`src/rtl/sha1_pkg.sv`:
```
// ----------------------------------------------------------------------------
// SHA-1 hasher package
// Shared payload types, command/status structs and SHA-1 constants.
// ----------------------------------------------------------------------------
package sha1_pkg;

    localparam int WordW     = 32;
    localparam int NumWords  = 16;
    localparam int NumRounds = 80;
    localparam int CountW    = 61;

    localparam logic [31:0] H0 = 32'h67452301;
    localparam logic [31:0] H1 = 32'hEFCDAB89;
    localparam logic [31:0] H2 = 32'h98BADCFE;
    localparam logic [31:0] H3 = 32'h10325476;
    localparam logic [31:0] H4 = 32'hC3D2E1F0;
    localparam logic [31:0] K0 = 32'h5A827999;
    localparam logic [31:0] K1 = 32'h6ED9EBA1;
    localparam logic [31:0] K2 = 32'h8F1BBCDC;
    localparam logic [31:0] K3 = 32'hCA62C1D6;
    localparam logic [7:0]  PadByte = 8'h80;

    typedef struct packed {
        logic [7:0] data_byte;
        logic       byte_present;
        logic       end_of_message;
    } sha1_in_t;

    typedef struct packed {
        logic [31:0] digest_word;
        logic [2:0]  word_number;
        logic        final_word;
    } sha1_out_t;

    // byte source for the buffer
    typedef enum logic [1:0] {
        BSRC_DATA = 2'd0,
        BSRC_PAD  = 2'd1,
        BSRC_ZERO = 2'd2
    } byte_src_t;

    typedef struct packed {
        logic      push;        // write one byte into the buffer
        byte_src_t src;
        logic      count_inc;   // count a message byte
        logic      put_len;     // write the bit length into words 14/15
        logic      start;       // start a compression
        logic      reinit;      // restore initial state
        logic      load_out;    // present digest word out_idx
        logic [2:0] out_idx;
    } sha1_cmd_t;

    typedef struct packed {
        logic [5:0] fill;
        logic       busy;       // compression running
    } sha1_sts_t;

endpackage

```
`src/rtl/sha1_message_hasher.sv`:
```
// ----------------------------------------------------------------------------
// SHA-1 message hasher
// Byte-serial SHA-1: one request per message byte, five digest words out.
// ----------------------------------------------------------------------------
// Usage:
//   in channel: each request carries data_byte, byte_present, end_of_message.
//   A request with byte_present adds one byte; end_of_message closes the
//   message (after its byte, if any), pads it and starts the digest.
//   out channel: five requests, digest words 0..4, final_word on the last.
// Timing:
//   The 64th byte of a block starts a compression (one round per cycle in the
//   datapath's round unit); the input is held off until it has finished.
//   Ending pads one byte per cycle while no compression runs, then one or
//   two compressions, then the digest words, one per cycle while the
//   receiver is ready.
// Reset: chaining value goes to the SHA-1 initial values, counts clear.
//   After the fifth word is taken the block returns to that state itself.
// Stall: a stalled output holds its word; no input is taken until all five
//   words have been delivered.
// ----------------------------------------------------------------------------
module sha1_message_hasher
    import sha1_pkg::*;
(
    input  logic      clk,
    input  logic      rst_n,
    input  logic      in_valid,
    output logic      in_ready,
    input  sha1_in_t  in_data,
    output logic      out_valid,
    input  logic      out_ready,
    output sha1_out_t out_data
);

    sha1_cmd_t   cmd;
    sha1_sts_t   sts;
    logic [31:0] word;
    logic [2:0]  wnum;
    logic        fin;

    sha1_ctrl u_ctrl (
        .clk         (clk),
        .rst_n       (rst_n),
        .in_req      (in_data),
        .in_valid    (in_valid),
        .in_ready    (in_ready),
        .out_ready   (out_ready),
        .out_valid   (out_valid),
        .word_number (wnum),
        .final_word  (fin),
        .sts         (sts),
        .cmd         (cmd)
    );

    sha1_datapath u_dp (
        .clk       (clk),
        .rst_n     (rst_n),
        .cmd       (cmd),
        .data_byte (in_data.data_byte),
        .sts       (sts),
        .out_word  (word)
    );

    assign out_data.digest_word = word;
    assign out_data.word_number = wnum;
    assign out_data.final_word  = fin;

endmodule

```
`src/rtl/sha1_datapath.sv`:
```
// ----------------------------------------------------------------------------
// SHA-1 datapath
// Block buffer, byte counter, one-round-per-cycle compression and output reg.
// ----------------------------------------------------------------------------
module sha1_datapath
    import sha1_pkg::*;
(
    input  logic      clk,
    input  logic      rst_n,
    input  sha1_cmd_t cmd,
    input  logic [7:0] data_byte,
    output sha1_sts_t sts,
    output logic [31:0] out_word
);

    logic [31:0] w_reg [NumWords];
    logic [31:0] h_reg [5];
    logic [31:0] a_reg, b_reg, c_reg, d_reg, e_reg;
    logic [6:0]  round_reg;
    logic        busy_reg;
    logic [5:0]  fill_reg;
    logic [CountW-1:0] count_reg;
    logic [31:0] out_reg;

    logic [7:0]  byte_val;
    logic [3:0]  widx;
    logic [1:0]  lane;
    logic [31:0] wr, wx, f, k, t;
    logic [3:0]  ri;

    always_comb
    begin
        unique case (cmd.src)
            BSRC_DATA: byte_val = data_byte;
            BSRC_PAD:  byte_val = PadByte;
            default:   byte_val = 8'h00;
        endcase
        widx = fill_reg[5:2];
        lane = fill_reg[1:0];
        ri   = round_reg[3:0];
        wx   = w_reg[ri + 4'd13] ^ w_reg[ri + 4'd8] ^ w_reg[ri + 4'd2] ^ w_reg[ri];
        wr   = (round_reg < 7'd16) ? w_reg[ri] : {wx[30:0], wx[31]};
        if (round_reg < 7'd20)
        begin
            f = (b_reg & c_reg) | (~b_reg & d_reg); k = K0;
        end
        else if (round_reg < 7'd40)
        begin
            f = b_reg ^ c_reg ^ d_reg; k = K1;
        end
        else if (round_reg < 7'd60)
        begin
            f = (b_reg & c_reg) | (b_reg & d_reg) | (c_reg & d_reg); k = K2;
        end
        else
        begin
            f = b_reg ^ c_reg ^ d_reg; k = K3;
        end
        t = {a_reg[26:0], a_reg[31:27]} + f + e_reg + k + wr;
    end

    // payload regs
    always_ff @(posedge clk)
    begin
        if (cmd.push)
        begin
            unique case (lane)
                2'd0: w_reg[widx] <= {byte_val, 24'h0};
                2'd1: w_reg[widx][23:16] <= byte_val;
                2'd2: w_reg[widx][15:8]  <= byte_val;
                default: w_reg[widx][7:0] <= byte_val;
            endcase
        end
        if (cmd.put_len)
        begin
            w_reg[14] <= count_reg[CountW-1:29];
            w_reg[15] <= {count_reg[28:0], 3'b000};
        end
        if (busy_reg)
        begin
            if (round_reg >= 7'd16)
                w_reg[ri] <= wr;
            a_reg <= t; b_reg <= a_reg; c_reg <= {b_reg[1:0], b_reg[31:2]};
            d_reg <= c_reg; e_reg <= d_reg;
        end
        else if (cmd.start)
        begin
            a_reg <= h_reg[0]; b_reg <= h_reg[1]; c_reg <= h_reg[2];
            d_reg <= h_reg[3]; e_reg <= h_reg[4];
        end
        if (cmd.load_out)
            out_reg <= h_reg[cmd.out_idx];
    end

    always_ff @(posedge clk or negedge rst_n)
    begin
        if (!rst_n)
        begin
            h_reg[0] <= H0; h_reg[1] <= H1; h_reg[2] <= H2;
            h_reg[3] <= H3; h_reg[4] <= H4;
            busy_reg  <= 1'b0;
            round_reg <= '0;
            fill_reg  <= '0;
            count_reg <= '0;
        end
        else
        begin
            if (cmd.push)
                fill_reg <= fill_reg + 6'd1;
            if (cmd.count_inc)
                count_reg <= count_reg + 1'b1;
            if (cmd.start)
            begin
                busy_reg  <= 1'b1;
                round_reg <= '0;
            end
            else if (busy_reg)
            begin
                round_reg <= round_reg + 7'd1;
                if (round_reg == 7'(NumRounds - 1))
                begin
                    busy_reg <= 1'b0;
                    h_reg[0] <= h_reg[0] + t;
                    h_reg[1] <= h_reg[1] + a_reg;
                    h_reg[2] <= h_reg[2] + {b_reg[1:0], b_reg[31:2]};
                    h_reg[3] <= h_reg[3] + c_reg;
                    h_reg[4] <= h_reg[4] + d_reg;
                end
            end
            if (cmd.reinit)
            begin
                h_reg[0] <= H0; h_reg[1] <= H1; h_reg[2] <= H2;
                h_reg[3] <= H3; h_reg[4] <= H4;
                fill_reg  <= '0;
                count_reg <= '0;
            end
        end
    end

    assign sts.fill = fill_reg;
    assign sts.busy = busy_reg;
    assign out_word = out_reg;

endmodule

```
`src/rtl/sha1_ctrl.sv`:
```
// ----------------------------------------------------------------------------
// SHA-1 controller
// Sequences byte intake, padding, compressions and digest output.
// ----------------------------------------------------------------------------
module sha1_ctrl
    import sha1_pkg::*;
(
    input  logic      clk,
    input  logic      rst_n,
    input  sha1_in_t  in_req,
    input  logic      in_valid,
    output logic      in_ready,
    input  logic      out_ready,
    output logic      out_valid,
    output logic [2:0] word_number,
    output logic      final_word,
    input  sha1_sts_t sts,
    output sha1_cmd_t cmd
);

    typedef enum logic [2:0] {
        S_IDLE, S_WAIT, S_PAD, S_LEN, S_FINAL, S_OUT
    } state_t;

    state_t     state_reg, state_next;
    logic       last_reg, last_next;
    logic [2:0] idx_reg, idx_next;
    logic       ov_reg, ov_next;
    logic       acc;

    assign in_ready    = (state_reg == S_IDLE);
    assign acc         = in_valid && in_ready;
    assign out_valid   = ov_reg;
    assign word_number = idx_reg;
    assign final_word  = (idx_reg == 3'd4);

    always_comb
    begin
        state_next = state_reg;
        last_next  = last_reg;
        idx_next   = idx_reg;
        ov_next    = ov_reg;
        cmd        = '0;
        cmd.src    = BSRC_DATA;
        cmd.out_idx = idx_reg;
        unique case (state_reg)
            S_IDLE:
            begin
                if (acc)
                begin
                    last_next = in_req.end_of_message;
                    if (in_req.byte_present)
                    begin
                        cmd.push = 1'b1;
                        cmd.count_inc = 1'b1;
                        if (sts.fill == 6'd63)
                        begin
                            cmd.start = 1'b1;
                            state_next = S_WAIT;
                        end
                        else if (in_req.end_of_message)
                            state_next = S_PAD;
                    end
                    else if (in_req.end_of_message)
                        state_next = S_PAD;
                end
            end
            S_WAIT:
            begin
                if (!sts.busy)
                    state_next = last_reg ? S_PAD : S_IDLE;
            end
            S_PAD:
            begin
                // 0x80 then zeros until fill reaches 56
                if (!sts.busy)
                begin
                    if (sts.fill == 6'd56 && last_reg == 1'b0)
                        state_next = S_LEN;
                    else
                    begin
                        cmd.push = 1'b1;
                        cmd.src  = last_reg ? BSRC_PAD : BSRC_ZERO;
                        last_next = 1'b0;
                        if (sts.fill == 6'd63)
                            cmd.start = 1'b1;
                    end
                end
            end
            S_LEN:
            begin
                cmd.put_len = 1'b1;
                cmd.start   = 1'b1;
                state_next  = S_FINAL;
            end
            S_FINAL:
            begin
                if (!sts.busy)
                begin
                    cmd.load_out = 1'b1;
                    cmd.out_idx  = 3'd0;
                    idx_next   = 3'd0;
                    ov_next    = 1'b1;
                    state_next = S_OUT;
                end
            end
            S_OUT:
            begin
                if (out_ready)
                begin
                    if (idx_reg == 3'd4)
                    begin
                        ov_next    = 1'b0;
                        cmd.reinit = 1'b1;
                        state_next = S_IDLE;
                    end
                    else
                    begin
                        cmd.load_out = 1'b1;
                        cmd.out_idx  = idx_reg + 3'd1;
                        idx_next     = idx_reg + 3'd1;
                    end
                end
            end
            default: state_next = S_IDLE;
        endcase
    end

    always_ff @(posedge clk or negedge rst_n)
    begin
        if (!rst_n)
        begin
            state_reg <= S_IDLE;
            last_reg  <= 1'b0;
            idx_reg   <= '0;
            ov_reg    <= 1'b0;
        end
        else
        begin
            state_reg <= state_next;
            last_reg  <= last_next;
            idx_reg   <= idx_next;
            ov_reg    <= ov_next;
        end
    end

endmodule

```
`config.mk`:
```
export PLATFORM = sky130hd
export DESIGN_NAME = sha1_message_hasher
export DESIGN_NICKNAME = d
export VERILOG_FILES = /design/src/rtl/sha1_pkg.sv /design/src/rtl/sha1_message_hasher.sv /design/src/rtl/sha1_datapath.sv /design/src/rtl/sha1_ctrl.sv
export SDC_FILE = /design/constraint.sdc
export NUM_CORES = 2
export LEC_CHECK = 0
export BUFFER_PORTS_ARGS = -buffer_cell sky130_fd_sc_hd__buf_2
export CAP_MARGIN = 40
export CORE_ASPECT_RATIO = 0.8
export CORE_MARGIN = 1.5
export CORE_UTILIZATION = 59
export CTS_CLUSTER_SIZE = 40
export DETAILED_ROUTE_END_ITERATION = 7
export PLACE_DENSITY = 0.77
export SYNTH_ARGS = -nofsm -noshare
export SYNTH_HDL_FRONTEND = slang
export SYNTH_SLANG_ARGS = --single-unit
```
`constraint.sdc`:
```
create_clock -name clk -period 11 [get_ports clk]
set_clock_uncertainty 0.15 [all_clocks]
set_input_delay 0 -clock clk [delete_from_list [all_inputs] [get_ports clk]]
set_output_delay 0 -clock clk [all_outputs]
set_load 0.005 [all_outputs]
```
==> flow_summary.toml <==
[run_status]
status = "complete, but fails checks"
violations = "design-rule violations"

[worst_setup_path]
path_buf_inv = 5
cp.depth = 36
cpMostUsedCell = "xnor2_1"
start_kind = "flip-flop"
ff2ff_path_depth = 36
crit_end = "u_dp.h_reg[158]$_DFFE_PN1P_"
slowest_delay_ns = 0.60
path_max_fanout = 50
cp_slowest_cell = "mux4_2"
ff2ff_setup_slack_ns = 0.51
cp-startpoint = "u_dp.round_reg[1]$_DFFE_PN0P_"
r2r-end = "u_dp.h_reg[158]$_DFFE_PN1P_"
end_kind = "flip-flop"
cp_data_arrival_time_ns = 10.96
cp.required_ns = 11.47
reg2reg_from = "u_dp.round_reg[1]$_DFFE_PN0P_"
cpLargestDelayFamily = "compound AO/OA/AOI/OAI gates"
critical_path_class = "reg2reg"

[floorplanning]
start_util_pct = 59.43
io_pins = 52
die_x_um = 379.0
rows = 110
fp.coreArea_um2 = 112300
die-area_um2 = 115200
fp.dieH_um = 303.8

[synthesis]
ys_ff_latch = 947
synth.net_count = 6337
synth.distinct_cells = 89
avgSynthCellArea_um2 = 11.19
ys.flop_type = "edfxtp_1"
synth_area_um2 = 66740
synth_warnings = 0
synthArstFlopShare_pct = 25.66
netlist_instances = 5964
ys_seq_area_share_pct = 40.94
synth_edf_count = 704

[placement]
io_buffers = 51
placed_area_um2 = 69250
gp_routability_congestion = 0.9902
hpwl_mm = 144.5

[cts]
clk_pin_slew_ns = 0.07
numCtsBuffers = 99
clockBufferDepth = 3
cts_tree = "done"
cts_sinks = 947
clock_latency_ns = 0.74
cts_root_buffer = "clkbuf_16"
htreeDepth = 3

[sta]
hold_viol = 0
worst_pin_slew_ns = 1.030
fin_tns_setup_ns = 0
fin_crit_sh_pct = 95.39
slew_headroom_pct = 31.32
slew_viol_final = 0
setup_viol = 0
rsz0062_at_grt = "no"
fin_hold_ws_ns = 0.04383
period_needed_ns = 10.49
max_freq_ghz = 0.09530

[finish]
fin_nets = 6295
drive_gt1_share_pct = 20.21
syn2layout_area_growth_pct = 9.051
stdcell_area_um2 = 72780
seqCellArea_um2 = 27330
mostFrequentLayoutCells = "nand2_1, edfxtp_1, o21ai_0, mux4_2, a21oi_1"
multiInputGateArea_um2 = 36860
layout_commonest_cell = "nand2_1"
largest_register_ffs = 512
nFillCells = 8372

[route]
vias = 52850
drt_iter0_drc = 8733
wire_per_inst_um = 28.75
final_antenna_net_count = 0
vias_per_cell = 7.028
drt_wl_total_mm = 216.2
first_pass_iters = 8
drc = 60

[grt]
grt_pass1_vias = 50470
grt_max_degree = 153
overflow = 0
antenna_found_initial = 4
grt_first_pass_wirelength_mm = 321.0
track_usage_pct = 37.59

[job]
maxCapViolCount = 0

[power]
p_per_area_nw_per_um2 = 102.2
leakage_uw = 0.02750
vdd_drop_max_mv = 0.1260

[min_path]
worstHoldPathType = "in2reg"
==> area by class of cell <==
| class | instances | area share (%) |
|---|---|---|
| multi-input combinational | 4330 | 50.65 |
| sequential | 947 | 37.56 |
| clock buffer | 125 | 3.693 |
| timing repair buffer | 284 | 3.241 |
| tap | 1512 | 2.599 |
| inverter | 260 | 1.344 |
| clock inverter | 60 | 0.9129 |
| antenna | 2 | 0.006877 |
==> per-stage QoR <==
step | setup WS (ns) | std cells | utilization (%) | total power, µW
detailed placement | 0.6882 | 7318 | 61.66 | 3942
global route | 0.06416 | 7518 | 64.80 | 7570
global placement | 0.8757 | 7267 | 61.16 | 3940
floorplan | 0.7129 | 5964 | - | 3904
finish | 0.5071 | 7520 | 64.80 | 7440
CTS | 0.6265 | 7517 | 64.79 | 7446
==> power breakdown <==
group | total [µW] | leakage (µW) | switching, µW | internal, µW
clock | 3560 | 0.00162 | 1530 | 2040
combinational | 69.0 | 0.0163 | 52.4 | 16.6
sequential | 3810 | 0.00962 | 0 | 3810
total | 7440 | 0.0275 | 1580 | 5860
==> repair_timing <==
item | 4_1_cts | 5_1_grt
buffers inserted | 0 | 0
setup endpoints to repair | 0 | 2
hold buffers | 14 | 0
resized for setup | 0 | 1
endpoints found under the hold margin | 266 | 0
==> cells by family after synthesis <==
group | Yosys count | synth area share [%]
multiplexers | 717 | 20.05
flip-flops | 947 | 40.94
AND/OR/NAND/NOR | 1491 | 9.693
AO/OA/AOI/OAI | 1449 | 12.88
XOR/XNOR | 314 | 4.143
buffers and inverters | 687 | 4.171
adder cells (fa/ha/maj) | 359 | 8.125
==> synth_stat cells, types with 44 or more instances <==
master / count / area, µm²
a211oi_1: 75 / 563.0
a21o_1: 99 / 743.2
a21oi_1: 325 / 1627
a31oi_1: 44 / 275.3
buf_2: 101 / 505.5
clkbuf_1: 280 / 1051
dfrtp_1: 163 / 4079
dfstp_2: 80 / 2102
edfxtp_1: 704 / 21140
fa_1: 124 / 2482
ha_1: 235 / 2940
inv_1: 259 / 972.2
mux2_2: 160 / 1802
mux2i_1: 77 / 770.7
mux4_2: 480 / 10810
nand2_1: 807 / 3029
nand2b_1: 60 / 375.4
nand3_1: 102 / 510.5
nor2_1: 302 / 1134
nor2b_1: 47 / 294.0
o211ai_1: 61 / 457.9
o21ai_0: 609 / 3048
xnor2_1: 197 / 1725
xor2_1: 115 / 1007
==> per-layer routing <==
layer	track usage, %	share of wire (%)
met1	52.89	37
met3	14.75	16
met2	51.52	41
met4	16.49	5.3
met5	0.7128	0.090
==> how the worst min path moves through the flow <==
stage | slack (ns) | end | cells past startpoint | start
2_1_floorplan | -0.45 | u_ctrl.last_reg$_DFFE_PN0P_ | 0 | rst_n
4_1_cts | 0.006 | u_dp.w_reg[3][27]$_DFFE_PP_ | 4 | in_data[5]
5_1_grt | 0.09 | u_dp.w_reg[7][29]$_DFFE_PP_ | 4 | in_data[7]
3_5_place_dp | -0.07 | u_dp.h_reg[59]$_DFFE_PN0P_ | 1 | rst_n
6_report | 0.04 | u_dp.w_reg[3][29]$_DFFE_PP_ | 4 | in_data[7]
3_3_place_gp | -0.08 | u_dp.h_reg[88]$_DFFE_PN0P_ | 1 | rst_n
==> worst register-to-register path: cells and delay by family, from the launching register on <==
kind	cells	cell delay (ns)
multiplexers	1	0.61
XOR/XNOR	5	1.22
AND/OR/NAND/NOR	4	0.77
AO/OA/AOI/OAI	15	3.78
flip-flops	1	0.45
adder cells (fa/ha/maj)	6	2.48
buffers and inverters	5	0.89
Note: power is estimated with default switching activity, not from simulation.
